<file path="config.mk">
export PLATFORM = sky130hd
export DESIGN_NAME = radix_literal_to_u64
export DESIGN_NICKNAME = d
export VERILOG_FILES = /design/src/sv/rlu_pkg.sv /design/src/sv/radix_literal_to_u64.sv /design/src/sv/rlu_in_reg.sv /design/src/sv/rlu_step.sv
export SDC_FILE = /design/constraint.sdc
export NUM_CORES = 1
export LEC_CHECK = 0
export BUFFER_PORTS_ARGS = -buffer_cell sky130_fd_sc_hd__buf_2
export CORE_MARGIN = 3
export CORE_UTILIZATION = 44
export CTS_CLUSTER_SIZE = 12
export DETAILED_ROUTE_END_ITERATION = 10
export PLACE_DENSITY = 0.65
export SLEW_MARGIN = 10
export SYNTH_ARGS = -nofsm -noshare
export SYNTH_HDL_FRONTEND = slang
export SYNTH_SLANG_ARGS = --single-unit
</file>
<file path="constraint.sdc">
create_clock -name clk -period 5.9 [get_ports clk]
set_clock_uncertainty 0.1 [all_clocks]
set_input_delay 1.77 -clock clk [delete_from_list [all_inputs] [get_ports clk]]
set_output_delay 1.77 -clock clk [all_outputs]
set_load 0.01 [all_outputs]
</file>
<file path="src/sv/rlu_pkg.sv">
// Shared types and constants for the radix literal to u64 converter.
package rlu_pkg;

  localparam logic [1:0] FUNC_BIN = 2'd0;
  localparam logic [1:0] FUNC_DEC = 2'd1;
  localparam logic [1:0] FUNC_HEX = 2'd2;

  localparam logic [1:0] ST_OK       = 2'd0;
  localparam logic [1:0] ST_OVERFLOW = 2'd1;
  localparam logic [1:0] ST_BAD      = 2'd2;

  localparam logic [6:0] BIN_DIGITS = 7'd64;
  localparam logic [6:0] HEX_DIGITS = 7'd16;

  localparam logic [7:0] CH_UNDERSCORE = 8'h5F;
  localparam logic [7:0] CH_BACKTICK   = 8'h60;
  localparam logic [7:0] CH_ZERO       = 8'h30;
  localparam logic [7:0] CH_ONE        = 8'h31;
  localparam logic [7:0] CH_NINE       = 8'h39;
  localparam logic [7:0] CH_LC_A       = 8'h61;
  localparam logic [7:0] CH_LC_F       = 8'h66;
  localparam logic [7:0] CH_UC_A       = 8'h41;
  localparam logic [7:0] CH_UC_F       = 8'h46;

  // largest value that can still be multiplied by ten without wrapping
  localparam logic [63:0] DEC_LIMIT = 64'h1999_9999_9999_9999;

  typedef struct packed {
    logic [1:0] func;
    logic [7:0] char_code;
    logic       last_char;
  } in_t;

  typedef struct packed {
    logic [63:0] value;
    logic [1:0]  status;
  } out_t;

  typedef struct packed {
    logic [63:0] acc;
    logic [6:0]  count;
    logic        seen;
    logic [1:0]  err;
  } state_t;

endpackage

</file>
<file path="src/sv/radix_literal_to_u64.sv">
// Top level: numeric literal characters in, unsigned 64-bit value and status out.
// The last character is held in the input register, then its result in the output register.
// Throughput: one character per cycle unless stalled; the accumulator step is combinational.
// A result waiting at the output stalls only a following last character.
// Reset (synchronous, rst_n low) empties both stages and clears the accumulator state.
module radix_literal_to_u64 (
  input  logic          clk,
  input  logic          rst_n,
  input  logic          in_valid,
  output logic          in_ready,
  input  rlu_pkg::in_t  in_data,
  output logic          out_valid,
  input  logic          out_ready,
  output rlu_pkg::out_t out_data
);
  import rlu_pkg::*;

  logic   item_valid;
  in_t    item_data;
  logic   adv;
  state_t st_r;
  state_t st_nxt;
  state_t st_upd;
  out_t   step_res;
  logic   out_valid_r;
  logic   out_valid_nxt;
  out_t   out_data_r;

  // a character moves through unless it must emit and the output is still full
  assign adv = item_valid && (!item_data.last_char || !out_valid_r || out_ready);

  rlu_in_reg u_in_reg (
    .clk        (clk),
    .rst_n      (rst_n),
    .in_valid   (in_valid),
    .in_ready   (in_ready),
    .in_data    (in_data),
    .take       (adv),
    .item_valid (item_valid),
    .item_data  (item_data)
  );

  rlu_step u_step (
    .cur  (st_r),
    .item (item_data),
    .upd  (st_upd),
    .res  (step_res)
  );

  always_comb begin
    st_nxt = st_r;
    if (adv) begin
      st_nxt = item_data.last_char ? '0 : st_upd;
    end
    out_valid_nxt = out_valid_r;
    if (adv && item_data.last_char) begin
      out_valid_nxt = 1'b1;
    end else if (out_ready) begin
      out_valid_nxt = 1'b0;
    end
  end

  always_ff @(posedge clk) begin
    if (!rst_n) begin
      st_r        <= '0;
      out_valid_r <= 1'b0;
    end else begin
      st_r        <= st_nxt;
      out_valid_r <= out_valid_nxt;
    end
  end

  always_ff @(posedge clk) begin
    if (adv && item_data.last_char) begin
      out_data_r <= step_res;
    end
  end

  assign out_valid = out_valid_r;
  assign out_data  = out_data_r;

endmodule

</file>
<file path="src/sv/rlu_in_reg.sv">
// Input register stage: captures one character transaction per cycle unless stalled.
module rlu_in_reg (
  input  logic         clk,
  input  logic         rst_n,
  input  logic         in_valid,
  output logic         in_ready,
  input  rlu_pkg::in_t in_data,
  input  logic         take,
  output logic         item_valid,
  output rlu_pkg::in_t item_data
);
  import rlu_pkg::*;

  logic valid_r;
  logic valid_nxt;
  in_t  data_r;

  assign in_ready   = !valid_r || take;
  assign item_valid = valid_r;
  assign item_data  = data_r;

  always_comb begin
    valid_nxt = valid_r;
    if (in_ready) begin
      valid_nxt = in_valid;
    end
  end

  always_ff @(posedge clk) begin
    if (!rst_n) begin
      valid_r <= 1'b0;
    end else begin
      valid_r <= valid_nxt;
    end
  end

  always_ff @(posedge clk) begin
    if (in_valid && in_ready) begin
      data_r <= in_data;
    end
  end

endmodule

</file>
<file path="src/sv/rlu_step.sv">
// Per-character next-state logic and result formation.
module rlu_step (
  input  rlu_pkg::state_t cur,
  input  rlu_pkg::in_t    item,
  output rlu_pkg::state_t upd,
  output rlu_pkg::out_t   res
);
  import rlu_pkg::*;

  logic [7:0]  c;
  logic        is_dec;
  logic [3:0]  dv;
  logic [64:0] dec_sum;

  assign c      = item.char_code;
  assign is_dec = (c >= CH_ZERO) && (c <= CH_NINE);
  assign dv     = c[3:0];
  // acc*10 + digit; only used when acc <= DEC_LIMIT, so the shifts lose nothing
  assign dec_sum = {1'b0, cur.acc[60:0], 3'b000} + {1'b0, cur.acc[62:0], 1'b0}
                 + {61'd0, dv};

  always_comb begin
    upd = cur;
    if (cur.err == ST_OK && c != CH_UNDERSCORE && c != CH_BACKTICK) begin
      unique case (item.func)
        FUNC_BIN: begin
          if (cur.count >= BIN_DIGITS) begin
            upd.err = ST_OVERFLOW;
          end else begin
            upd.count = cur.count + 7'd1;
            if (c != CH_ZERO && c != CH_ONE) begin
              upd.err = ST_BAD;
            end else begin
              upd.acc = {cur.acc[62:0], c[0]};
            end
          end
        end
        FUNC_DEC: begin
          if (!is_dec) begin
            upd.err = ST_BAD;
          end else if (c != CH_ZERO || cur.seen) begin
            upd.seen = 1'b1;
            if (cur.acc > DEC_LIMIT || dec_sum[64]) begin
              upd.err = ST_OVERFLOW;
            end else begin
              upd.acc = dec_sum[63:0];
            end
          end
        end
        FUNC_HEX: begin
          if (cur.count >= HEX_DIGITS) begin
            upd.err = ST_OVERFLOW;
          end else begin
            upd.count = cur.count + 7'd1;
            if ((c >= CH_LC_A && c <= CH_LC_F) || (c >= CH_UC_A && c <= CH_UC_F)) begin
              upd.acc = {cur.acc[59:0], c[3:0] + 4'd9};
            end else if (is_dec) begin
              upd.acc = {cur.acc[59:0], dv};
            end
          end
        end
        default: begin
          upd.err = ST_BAD;
        end
      endcase
    end
  end

  assign res.value  = (upd.err == ST_OK) ? upd.acc : 64'd0;
  assign res.status = upd.err;

endmodule

</file>
Yosys cells after proc, flatten, opt, wreduce, memory -nomap -nowiden
Index checks and enable logic that the tools add are counted.

Word-level logic and storage cells: 84. Output and inout port bits: 68. Register bits: 153. Bits of input ports: 15.

$add $sub $neg: 4. Order comparisons: 9. Mux-type cells: 23. Equal/unequal tests: 8. Reductions and logical operators: 29.

Operator list (count): $mux 64 (6); $pmux 64 s3 (1); $mux 74 (2); $mux 71 (2); $add 64x64->65 (1); $add 65x4->65 (1); $gt 64x61->1 const B (1); $ge 8x7->1 const B (2); $le 8x7->1 const B (2); $ne 8x6->1 const B (2); $ne 8x7->1 const B (2); $pmux 7 s2 (1); $mux 2 (5); $reduce_and 5->1 (2); $reduce_bool 2->1 (5); $logic_and 1x1->1 (9); $ge 8x6->1 const B (1); $le 8x6->1 const B (1); $add 7x1->7 const B (1); $ge 7x5->1 const B (1); $ge 7x7->1 const B (1); $logic_not 2->1 (3); $logic_or 1x1->1 (6); $ne 3x3->1 const B (2); other kinds (8) (13).

Depth between registers and ports, before layout
Depth in word-level cells: 9. Depth in mapped cells: 19. Gate-level depth less buffers: 15.

Cells and area by module
Synthesis repeated with hierarchy kept, for this count alone.

Cells, all modules: 1713. Area total of the unflattened synthesis: 14602.8 um2.

By module, submodules not included: rlu_step (seq. area each 0.0 um2, cells each 1457, times used 1, area an instance 9912.0 um2); radix_literal_to_u64 (seq. area each 3483.3 um2, cells each 240, times used 1, area an instance 4302.9 um2); rlu_in_reg (seq. area each 350.3 um2, cells each 16, times used 1, area an instance 387.9 um2).

Least setup slack after synthesis
No wires, ideal clock.

Path kind: input to register. From: in out_ready. To: reg out_data_r (netlist bit out_data[0]), enable pin. Required time: 5.379 ns. Stages on the path: 6. Buffers on the path: 1. Data arrival time: 3.652 ns. Path slack: 1.728 ns. Library setup time: 0.421 ns. Cells stage by stage: nor2b_1 > nand2_1 > and2_1 > clkbuf_1 > nand2_1 > inv_1.

Cells in the longest elaborated chain, start to end: 3.

Ends and longest elaborated chain: start: declaration (line radix_literal_to_u64.sv:13) `input logic out_ready,`; $logic_or 1x1->1 (line radix_literal_to_u64.sv:30) `assign adv = item_valid && (!item_data.last_char || !out_valid_r || out_ready);`; $logic_and 1x1->1 (line radix_literal_to_u64.sv:30); $logic_and 1x1->1 (line radix_literal_to_u64.sv:74) `if (adv && item_data.last_char) begin`; end signal: assignment (line radix_literal_to_u64.sv:75) `out_data_r <= step_res;`; end: declaration (line radix_literal_to_u64.sv:27) `out_t out_data_r;`.

No other way between the ends. A chain may end at the register's enable or synchronous reset.

Final worst setup path
From: reg st_r[10] (netlist name). To: reg st_r[53] (netlist name).

Cells in the longest elaborated chain, start to end: 9. Elaborated cells between the ends (all ways): 10. Those cells by class: add/sub (2); order compare (1); mux (6); reduce/logical (1).

Ends and longest elaborated chain: start: declaration (line radix_literal_to_u64.sv:21) `state_t st_r;`; start signal: assignment (line radix_literal_to_u64.sv:68) `st_r <= st_nxt;`; $add 64x64->65 (line rlu_step.sv:19) `assign dec_sum = {1'b0, cur.acc[60:0], 3'b000} + {1'b0, cur.acc[62:0], 1'b0}`; $add 65x4->65 (line rlu_step.sv:20) `+ {61'd0, dv};`; $logic_or 1x1->1 (line rlu_step.sv:43) `if (cur.acc > DEC_LIMIT || dec_sum[64]) begin`; $mux 64 (*) (line rlu_step.sv:43); $mux 64 (*) (line rlu_step.sv:41) `end else if (c != CH_ZERO || cur.seen) begin`; $mux 64 (*) (line rlu_step.sv:39) `if (!is_dec) begin`; $pmux 64 s3 (*) (line rlu_step.sv:25) `unique case (item.func)`; $mux 74 (*) (line rlu_step.sv:24) `if (cur.err == ST_OK && c != CH_UNDERSCORE && c != CH_BACKTICK) begin`; $mux 74 (*) (line radix_literal_to_u64.sv:53) `st_nxt = item_data.last_char ? '0 : st_upd;`.

Every way passes the cells marked *; elsewhere a longest branch is shown, timed or not. The select of a mux whose other input is x is not followed.

==> results.sh <==
export IMPL_status="finished clean"
export IMPL_num_rows=65
export IMPL_critPathLaunch="st_r[10]"
export IMPL_syn_to_final_growth_pct=8.80
export IMPL_track_usage_pct=28.0
export IMPL_min_path_type="flip-flop to flip-flop"
export IMPL_timing_rr_end="st_r[53]"
export IMPL_postCtsSetupBuffers=0
export IMPL_drt_total_wl_um=50600
export IMPL_maxCapViolations=0
export IMPL_nNetsFinal=1959
export IMPL_wl_met2_um=22900
export IMPL_synth_cell_type_count=84
export IMPL_met3_length_um=4000
export IMPL_critPathArrivalTime_ps=5460
export IMPL_synth_edf_count=77
export IMPL_detail_route_antenna_nets=0
export IMPL_synth_area_um2=14300
export IMPL_synthArstFlopShare_pct=0
export IMPL_h_tree_depth=4
export IMPL_p_leak_nw=6.45
export IMPL_ys_ff_latch=153
export IMPL_instances_no_fill=2261
export IMPL_drtIter0Drc=1567
export IMPL_antenna_found_initial=0
export IMPL_rsz0062_at_grt="no"
export IMPL_clockRootBuffer="clkbuf_16"
export IMPL_first_pass_iters=9
export IMPL_final_area_um2=15600
export IMPL_core_area_um2=31800
export IMPL_syn_num_nets=1964
export IMPL_dpl_cell_count=2229
export IMPL_r2r_start="st_r[10]"
export IMPL_finalSetupViolCount=0
export IMPL_die_area_um2=34700
export IMPL_p_per_area_nw_per_um2=182
export IMPL_synth_avg_cell_area_um2=7.88
export IMPL_peakVddDrop_mv=0.237
export IMPL_layout_commonest_cell="a21oi_1"
export IMPL_grt_pass1_vias=13900
export IMPL_cts_repair_resized=0
export IMPL_cts_max_path_buffers=2
export IMPL_drt_vias_per_instance=6.45
export IMPL_final_layout_size_suffix_gt1_share_pct=10.2
export IMPL_fill_cells=3099
export IMPL_setup_ws_ps=694
export IMPL_grt_max_degree=49
export IMPL_cts_buffers=17
export IMPL_crit_end="st_r[53]"
export IMPL_placed_area_um2=15000
export IMPL_crit_path_end_kind="flip-flop"
export IMPL_diodes=0
export IMPL_grt_pass1_wl_um=78200
export IMPL_clk_latency_ps=450
export IMPL_cp_start_kind="flip-flop"
export IMPL_crit_type="flip-flop to flip-flop"
export IMPL_yosysSeqAreaShare_pct=26.8
export IMPL_worst_pin_slew_ps=1130
export IMPL_gp_congestion=1.00
export IMPL_met1_length_um=21500
export IMPL_crit_required_ps=6150
export IMPL_io_pins=83
export IMPL_initial_utilization_pct=45.0
export IMPL_max_freq_mhz=192
export IMPL_reg2reg_depth=15
export IMPL_final_util_pct=49.0
export IMPL_cts_sinks=153
export IMPL_hold_viol=0
export IMPL_cts_tree="yes"
export IMPL_relSlewSlack_pct=23.8
export IMPL_wl_per_cell_um=22.4
export IMPL_r2r_slack_ps=690
export IMPL_maxSlewViolCount=0
export IMPL_dpl_hpwl_um=35000
export IMPL_yosys_warnings=0
export IMPL_numPortBuffers=82
export IMPL_min_period_over_period_pct=88.2
export IMPL_die_w_um=186
export IMPL_place_ws_ps=860
export IMPL_grt_ovfl_total=0
export IMPL_cts_hold_buf=0
export IMPL_ys_flop_type="edfxtp_1"
export IMPL_clk_pin_slew_worst_paths_ps=70
export IMPL_final_cell_mix="a21oi_1 (200), nand2_1 (189), nor2_1 (163)"
export IMPL_path_max_fanout=23
export IMPL_drc=0
export IMPL_totalNegativeSetupSlack_ps=0
export IMPL_dr_max_layer_used="met4"
export IMPL_postSynthCellCount=1818
export IMPL_finalCriticalPeriod_ps=5210
export IMPL_route_vias_total=14600
export IMPL_die_y_um=186
sequential cells by signal (all words and copies together), names as in the netlist:
signal and flops:
u_in_reg.item_data 11, out_data 66, st_r 74, out_valid 1, u_in_reg.item_valid 1
kinds of logic (layout without fill, tap and decap cells):
| family | Yosys count | after routing | share of synthesized area (%) |
|---|---|---|---|
| multiplexers | 72 | 72 | 5.05 |
| XOR/XNOR | 59 | 59 | 3.61 |
| buffers and inverters | 181 | 189 | 5.23 |
| AO/OA/AOI/OAI | 670 | 670 | 29.9 |
| AND/OR/NAND/NOR | 552 | 552 | 17.9 |
| flip-flops | 153 | 153 | 26.8 |
| adder cells (fa/ha/maj) | 131 | 131 | 11.6 |
metal layers:
layer,up-vias,global-route usage [%]
met2,735,45.3
li1,6773,-
met5,-,0
met4,0,12.4
met3,145,5.28
met1,6924,36.4
power breakdown:
part | total [W] | switching, W | internal (W)
clock | 0.00113 | 0.000488 | 0.000644
combinational | 0.000514 | 0.000348 | 0.000166
sequential | 0.00120 | 0.0000478 | 0.00115
worst min path at each step:
stage / start / end / cells past startpoint
floorplan: st_r[2] / st_r[2] / 2
detailed placement: st_r[2] / st_r[2] / 2
finish: st_r[2] / st_r[2] / 2
global placement: st_r[2] / st_r[2] / 2
CTS: st_r[2] / st_r[2] / 2
global route: st_r[2] / st_r[2] / 2
worst max-delay path, stage by stage, from the launching register on:
cell      delay, ps
dfxtp_1         450
inv_1           180
fa_1            530
inv_1            70
fa_1            490
a211oi_1        350
o211ai_1        210
nand3_1         170
o31ai_1         100
or2_1           290
and4_1          260
o211ai_4        650
nand2_1         460
a31oi_1         590
nand2_1         100
o21ai_0         100
cells in the mapped netlist, types with 16 or more instances:
cell,count,share of area [%]
nor2_1,164,4.3
a21o_1,32,1.7
a211oi_1,19,1.0
a22oi_1,21,1.1
inv_1,39,1.0
o21a_1,33,1.7
nor3_1,34,1.2
nand3_1,25,0.87
a221oi_1,23,1.4
clkbuf_1,101,2.6
a21oi_1,201,7.0
nand2_1,190,5.0
xor2_1,23,1.4
o22ai_1,19,0.83
ha_1,129,11
mux2i_1,70,4.9
buf_2,25,0.87
dfxtp_1,76,11
o21bai_1,16,0.84
nand4_1,27,1.2
edfxtp_1,77,16
o21ai_0,161,5.6
and3_1,16,0.70
xnor2_1,36,2.2
stage by stage:
step	total power (W)	hold WS, ps
after floorplan	0.00156	332
after global placement	0.00171	359
after detailed placement	0.00172	366
after CTS	0.00284	382
after global routing	0.00294	405
final	0.00284	390
cell type report:
| cell class | count | area [um2] | area share [%] |
|---|---|---|---|
| well taps | 435 | 544 | 3.49 |
| inverters | 39 | 146 | 0.940 |
| repair buffers | 118 | 693 | 4.45 |
| clock inverters | 12 | 125 | 0.803 |
| clock buffers | 20 | 457 | 2.93 |
| multi-input cells | 1484 | 9780 | 62.8 |
| flip-flops and latches | 153 | 3830 | 24.6 |
(Power assumes the default switching activity.)
